===== config.mk =====
export PLATFORM = sky130hd
export DESIGN_NAME = arq_isqrt
export DESIGN_NICKNAME = d
export VERILOG_FILES = /design/src/hdl/arq_pkg.sv /design/src/hdl/arq_isqrt.sv
export SDC_FILE = /design/constraint.sdc
export NUM_CORES = 2
export LEC_CHECK = 0
export BUFFER_PORTS_ARGS = -buffer_cell sky130_fd_sc_hd__buf_2
export CAP_MARGIN = 20
export CORE_ASPECT_RATIO = 2
export CORE_UTILIZATION = 30
export DETAILED_ROUTE_END_ITERATION = 10
export PLACE_DENSITY_LB_ADDON = 0.08
export SETUP_SLACK_MARGIN = 0.2
export SLEW_MARGIN = 30
export SYNTH_ARGS = -nofsm -noshare
export SYNTH_HDL_FRONTEND = slang
export SYNTH_MEMORY_MAX_BITS = 65536
export SYNTH_SLANG_ARGS = --single-unit

===== constraint.sdc =====
create_clock -name i_clk -period 6.3 [get_ports i_clk]
set_input_delay 1.26 -clock i_clk [delete_from_list [all_inputs] [get_ports i_clk]]
set_output_delay 1.26 -clock i_clk [all_outputs]
set_load 0.02 [all_outputs]

===== src/hdl/arq_pkg.sv =====
// Shared types and constants for the arcball rotation quaternion block.
// No dependencies; every other file except hdl/arq_intf.sv imports this package.
package arq_pkg;

    // Output fraction bits, Q1.FRAC_BITS
    localparam int FRAC_BITS = 14;

    // Pipeline step counts of the iterative units
    localparam int SQ_STEPS  = 32;   // 64-bit floor square root, one root bit a step
    localparam int FD_STEPS  = 62;   // fraction divide, one quotient bit a step
    localparam int AD_STEPS  = 32;   // axis divide, one quotient bit a step
    localparam int SB2_LEN   = FD_STEPS + SQ_STEPS;

    // Identity real part, reduced to the 16-bit field
    localparam logic [15:0] QONE = 16'(64'd1 << FRAC_BITS);

    // Sideband carried alongside the norm square roots
    typedef struct packed {
        logic                valid;
        logic                zero;
        logic signed [34:0]  d;
        logic [2:0][31:0]    crmag;
        logic [2:0]          crneg;
    } t_sb1;

    // Front end result: sideband plus the two radicands
    typedef struct packed {
        t_sb1        sb;
        logic [63:0] nn;
        logic [63:0] kk;
    } t_front;

    // Sideband carried alongside the half-angle units
    typedef struct packed {
        logic             valid;
        logic             zero;
        logic             opp;
        logic [31:0]      k;
        logic [2:0][31:0] crmag;
        logic [2:0]       crneg;
    } t_sb2;

    // Sideband carried alongside the axis dividers
    typedef struct packed {
        logic        valid;
        logic        zero;
        logic        opp;
        logic [15:0] w;
        logic [2:0]  crneg;
    } t_sb3;

    // One result beat
    typedef struct packed {
        logic [15:0] w;
        logic [15:0] x;
        logic [15:0] y;
        logic [15:0] z;
        logic        deg;
    } t_quat;

endpackage


===== src/hdl/arq_isqrt.sv =====
// Pipelined 64-bit floor square root, one root bit per stage.
// Depends on arq_pkg (SQ_STEPS). Every stage advances only while i_en is high.
module arq_isqrt (
    input  logic        i_clk,
    input  logic        i_en,
    input  logic [63:0] i_x,
    output logic [31:0] o_root
);
    import arq_pkg::*;

    logic [63:0] r_x    [SQ_STEPS];
    logic [33:0] r_rem  [SQ_STEPS];
    logic [31:0] r_root [SQ_STEPS];

    for (genvar g = 0; g < SQ_STEPS; g++) begin : g_stage
        logic [63:0] x_in;
        logic [33:0] rem_in;
        logic [31:0] root_in;
        logic [35:0] rem_sh;
        logic [35:0] trial;
        logic [33:0] n_rem;
        logic [31:0] n_root;

        if (g == 0) begin : g_first
            assign x_in    = i_x;
            assign rem_in  = '0;
            assign root_in = '0;
        end else begin : g_next
            assign x_in    = r_x[g-1];
            assign rem_in  = r_rem[g-1];
            assign root_in = r_root[g-1];
        end

        // bring down two radicand bits, try root bit one
        always_comb begin
            rem_sh = {rem_in, x_in[63-2*g -: 2]};
            trial  = {2'b00, root_in, 2'b01};
            if (rem_sh >= trial) begin
                n_rem  = 34'(rem_sh - trial);
                n_root = {root_in[30:0], 1'b1};
            end else begin
                n_rem  = rem_sh[33:0];
                n_root = {root_in[30:0], 1'b0};
            end
        end

        always_ff @(posedge i_clk) begin
            if (i_en) begin
                r_x[g]    <= x_in;
                r_rem[g]  <= n_rem;
                r_root[g] <= n_root;
            end
        end
    end

    assign o_root = r_root[SQ_STEPS-1];

endmodule


After elaboration in Yosys (flattened, before gate mapping). Memory sizes are Yosys's and may differ from the RTL's. Index checks and enable logic that the tools add are counted.

Bits in writable memories: 4160. Bits in latches: 0. Memories: 3. Memory bits (read-only): 0. Bits in registers: 0. Output and inout bits: 32. Word-level logic and storage cells: 133.

Equality and inequality tests: 0. Magnitude comparators: 32. Add/sub/neg operators: 32. Div/mod/pow operators: 0. Multipliers: 0. Muxes and demuxes: 66. Bitwise gates (word level): 0. Reductions and logical operators: 0. Shift-type cells: 0.

Memory list: r_x (depth 32, width 64, rd ports 31, clocked after Yosys merged registers in 0, wr ports 32, line arq_isqrt.sv:11) `logic [63:0] r_x [SQ_STEPS];`; r_rem (depth 32, width 34, rd ports 31, clocked after Yosys merged registers in 0, wr ports 32, line arq_isqrt.sv:12) `logic [33:0] r_rem [SQ_STEPS];`; r_root (depth 32, width 32, rd ports 32, clocked after Yosys merged registers in 0, wr ports 32, line arq_isqrt.sv:13) `logic [31:0] r_root [SQ_STEPS];`.

Operators with widths (count): greater-or-equal comparator 36 x 34 -> 1 bit (31); two-way mux 34 bit (32); subtractor 34 bit (31); two-way mux 1 bit (34); subtractor 2 x 1 -> 3 bit (second input constant) (1); greater-or-equal comparator 2 x 1 -> 1 bit (second input constant) (1).

Logic depth before layout (Yosys ltp). An unclocked memory read counts as a cell.

Depth in word-level cells: 3. Depth in mapped cells: 14.

Worst setup path before layout. Ideal clock, no wire load.

Kind: reg2reg. From: mem r_rem[5][10] (netlist: r_rem[0][180]). To: mem r_rem[6][25] (netlist: r_rem[0][229]) (data pin). Cell stages (with the launch flop): 11. Period minus slack after synthesis: 3.483 ns. Required time: 6.029 ns. Path slack: 2.817 ns. Library setup time: 0.271 ns. Data arrival time: 3.212 ns. Path through: edfxtp_1 > or4_1 > or3_1 > or4_4 > or4_1 > buf_2 > nor4_4 > or3_1 > buf_4 > nor4_1 > xor2_1.

RTL lines (line): start, declared (arq_isqrt.sv:12).

==> results.ini <==
[outcome]
status = finished clean

[placement]
gp_congestion = 0.960
dp_cells = 14300
io_buffers = 97
dp_hpwl_um = 244000

[worst_hold_path]
min_path_type = reg -> reg
holdPathStages = 0

[floorplan]
die_w_um = 445
io_pins = 98
dieArea_sq_um = 395000
core_sq_um = 390000
row_count = 324
chipHeight_um = 888
initial_core_util = 0.302

[clocking]
clk_pin_slew_ns = 0.06
hold_buffers = 0
cts_tree = built
post_cts.repair.setup_buffers = 0
clkLatencyLatePin_ns = 0.94
clock-sinks = 2523
cts_root_buf = clkbuf_16
clk_path_buf_depth = 4
cts-htree-levels = 5
cts.repair.resized = 0
cts_buffers = 268

[synth]
synth_cell_types = 92
synthArstFlopShare = 0
ys.flop_type = edfxtp_1
syn_area_sq_um = 118000
yosysSeqAreaShare = 0.644
synth_edf_count = 2523
yosysWarnings = 0
ys_ff_latch = 2523
postSynthCellCount = 9072
synth_nets = 9700
avgSynthCellArea_sq_um = 13.0

[routing]
drtIter0Drc = 3270
ant_nets = 0
vias_per_cell = 4.80
dr.pass1.iters = 5
drc_errors = 0
wl_per_cell_um = 21.5
drt_wl_total_um = 320000
vias = 71400

[flow_run]
drv_cap = 0

[global_route]
antenna_found_initial = 12
grt_overflow_total = 0
grt_pass1_vias = 76100
grt_start_max_net_pins = 141
grt.total_usage = 0.158
grt_pass1_wl_um = 464000

[critical_path]
r2r_slack_ns = 1.74
max_stage_delay_ns = 0.57
cp_data_required_time_ns = 6.89
worstSetupEndpointType = register
crit_start = r_rem[1][456]$_DFFE_PP_
r2r_cells = 11
arrival_ns = 5.14
critPathSlowestCell = nor3_1
crit_path_end = r_rem[1][503]$_DFFE_PP_
critical_path_class = reg -> reg
cpLargestDelayFamily = simple AND/OR/NAND/NOR gates
worstReg2RegEnd = r_rem[1][503]$_DFFE_PP_
cp_cell_sequence = ha_1 > and2_1 > nand3_1 > nor3_1 > nand4_1 > nand3_1 > a211oi_2 > buf_4 > inv_2 > buf_4 > mux2_1
crit_fanout = 28
path_depth = 11
r2r_start = r_rem[1][456]$_DFFE_PP_
start_kind = register
cp_num_buf_inv = 3

[timing]
finalSetupViolations = 0
tightest_slew_ns = 1.13
min_period_ns = 4.56
hold_violations = 0
final.setup.tns_ns = 0
rsz0062_at_grt = false
holdWs_ns = 0.393
final_max_slew_viol_count = 0
max_slew_margin = 0.242
fin_skew_ns = 0.0646
fin_crit_sh = 0.723
fmax_mhz = 220

[layout]
area_growth_pct = 13.6
fin_nets = 10000
fill_cells = 38000
final_cells = 14900
drive_above_1_share = 0.0796

[power_and_ir_drop]
p_leak_nw = 50.0
power_density_nw_per_um2 = 364
power.total_w = 0.0487
ir_drop_mv = 0.210

==> worst min path at each step <==
stage	slack, ns	startpoint	endpoint
finish	0.39	r_x[0][978]$_DFFE_PP_	r_x[1][18]$_DFFE_PP_
global route	0.40	r_x[1][337]$_DFFE_PP_	r_x[1][401]$_DFFE_PP_
CTS	0.39	r_x[0][978]$_DFFE_PP_	r_x[1][18]$_DFFE_PP_
detailed placement	0.40	r_x[0][53]$_DFFE_PP_	r_x[0][117]$_DFFE_PP_
global placement	0.40	r_x[0][79]$_DFFE_PP_	r_x[0][143]$_DFFE_PP_
floorplan	0.40	r_x[0][36]$_DFFE_PP_	r_x[0][100]$_DFFE_PP_
==> cells in the mapped netlist (14+ instances only) <==
cell type / instances / share of area
or3_1: 99 / 0.0053
o31ai_1: 58 / 0.0037
o211ai_1: 40 / 0.0026
ha_1: 562 / 0.060
a21boi_0: 21 / 0.0013
mux2_2: 79 / 0.0076
and4_1: 19 / 0.0014
nor2b_1: 80 / 0.0043
nor3_1: 210 / 0.0089
nor2_1: 540 / 0.017
xnor2_1: 435 / 0.032
nand3_1: 159 / 0.0068
and3_1: 48 / 0.0026
o41ai_1: 14 / 0.0010
clkbuf_1: 148 / 0.0047
a21o_1: 243 / 0.016
a211o_1: 15 / 0.0011
o21ai_0: 418 / 0.018
a2111oi_0: 17 / 0.0013
a211oi_1: 49 / 0.0031
a31oi_1: 64 / 0.0034
nand2b_1: 116 / 0.0062
and2_1: 31 / 0.0016
nand3b_1: 32 / 0.0020
xor2_1: 400 / 0.030
or4_1: 57 / 0.0036
edfxtp_1: 2523 / 0.64
inv_1: 711 / 0.023
nor4_1: 127 / 0.0068
a21oi_1: 573 / 0.024
o21a_1: 104 / 0.0066
nor3b_1: 18 / 0.0011
buf_2: 14 / 0.00060
or2_2: 43 / 0.0023
nand2_1: 598 / 0.019
nand4_1: 102 / 0.0054
o21bai_1: 56 / 0.0036
==> metal layers <==
metal,vias up,global-route usage,routed length [um]
li1,34300,-,-
met1,35100,0.104,82300
met4,0,0.119,26400
met5,-,0,0
met3,798,0.0182,7410
met2,1208,0.361,204000
==> kinds of logic (layout without fill, tap and decap cells) <==
group | Yosys count | after routing | share of synthesized area
simple gates | 2333 | 2333 | 0.0990
mux | 97 | 97 | 0.00919
compound gates | 1828 | 1828 | 0.0972
xor+xnor | 835 | 835 | 0.0622
fa+ha+maj | 562 | 562 | 0.0598
buf+inv | 893 | 1395 | 0.0287
flops | 2523 | 2523 | 0.644
other cells | 1 | 75 | 0.0000319
==> stage by stage <==
step	setup slack, ns	cell area, sq um	utilization
floorplan	2.82	118000	-
global placement	1.35	125000	0.321
detailed placement	1.70	125000	0.322
CTS	1.67	133000	0.343
global route	1.62	134000	0.343
finish	1.74	134000	0.343
==> sequential cells by signal (all words and copies together) (netlist names) <==
register,flops
r_root,528
r_x,992
r_rem,1003
==> layout make-up <==
type	instances	area [sq um]	area share
clock buffer	318	7000	0.0524
inverter	718	2700	0.0202
tap	5216	6530	0.0488
antenna	74	185	0.00139
sequential	2523	75800	0.567
multi-input combinational	5656	38700	0.290
timing repair buffer	209	1580	0.0118
clock inverter	150	1210	0.00902
==> worst reg2reg max path, delay by kind of cell (launching register included) <==
family	cells	cell delay, ns
simple gates	5	1.71
buf+inv	3	1.13
mux	1	0.49
fa+ha+maj	1	0.47
flops	1	0.39
compound gates	1	0.05
==> cells in the final DEF (no fill, tap or decap), types with 63 or more instances in the layout <==
cell type,Yosys,routed
a21o_1,243,243
a21oi_1,573,571
a31oi_1,64,63
buf_2,14,97
buf_4,2,91
clkbuf_16,0,273
clkinv_1,1,63
diode_2,0,74
edfxtp_1,2523,2523
ha_1,562,562
inv_1,711,711
mux2_2,79,79
nand2_1,598,598
nand2b_1,116,116
nand3_1,159,158
nand4_1,102,102
nor2_1,540,539
nor2b_1,80,80
nor3_1,210,206
nor4_1,127,119
o21a_1,104,104
o21ai_0,418,415
or3_1,99,99
xnor2_1,435,435
xor2_1,400,400
==> where the power goes <==
part	switching [W]	internal [W]
registers	0.00146	0.0212
logic	0.00657	0.00412
clock network	0.00681	0.00854
total	0.0148	0.0339
No activity file was read; power rests on OpenSTA's default activity.
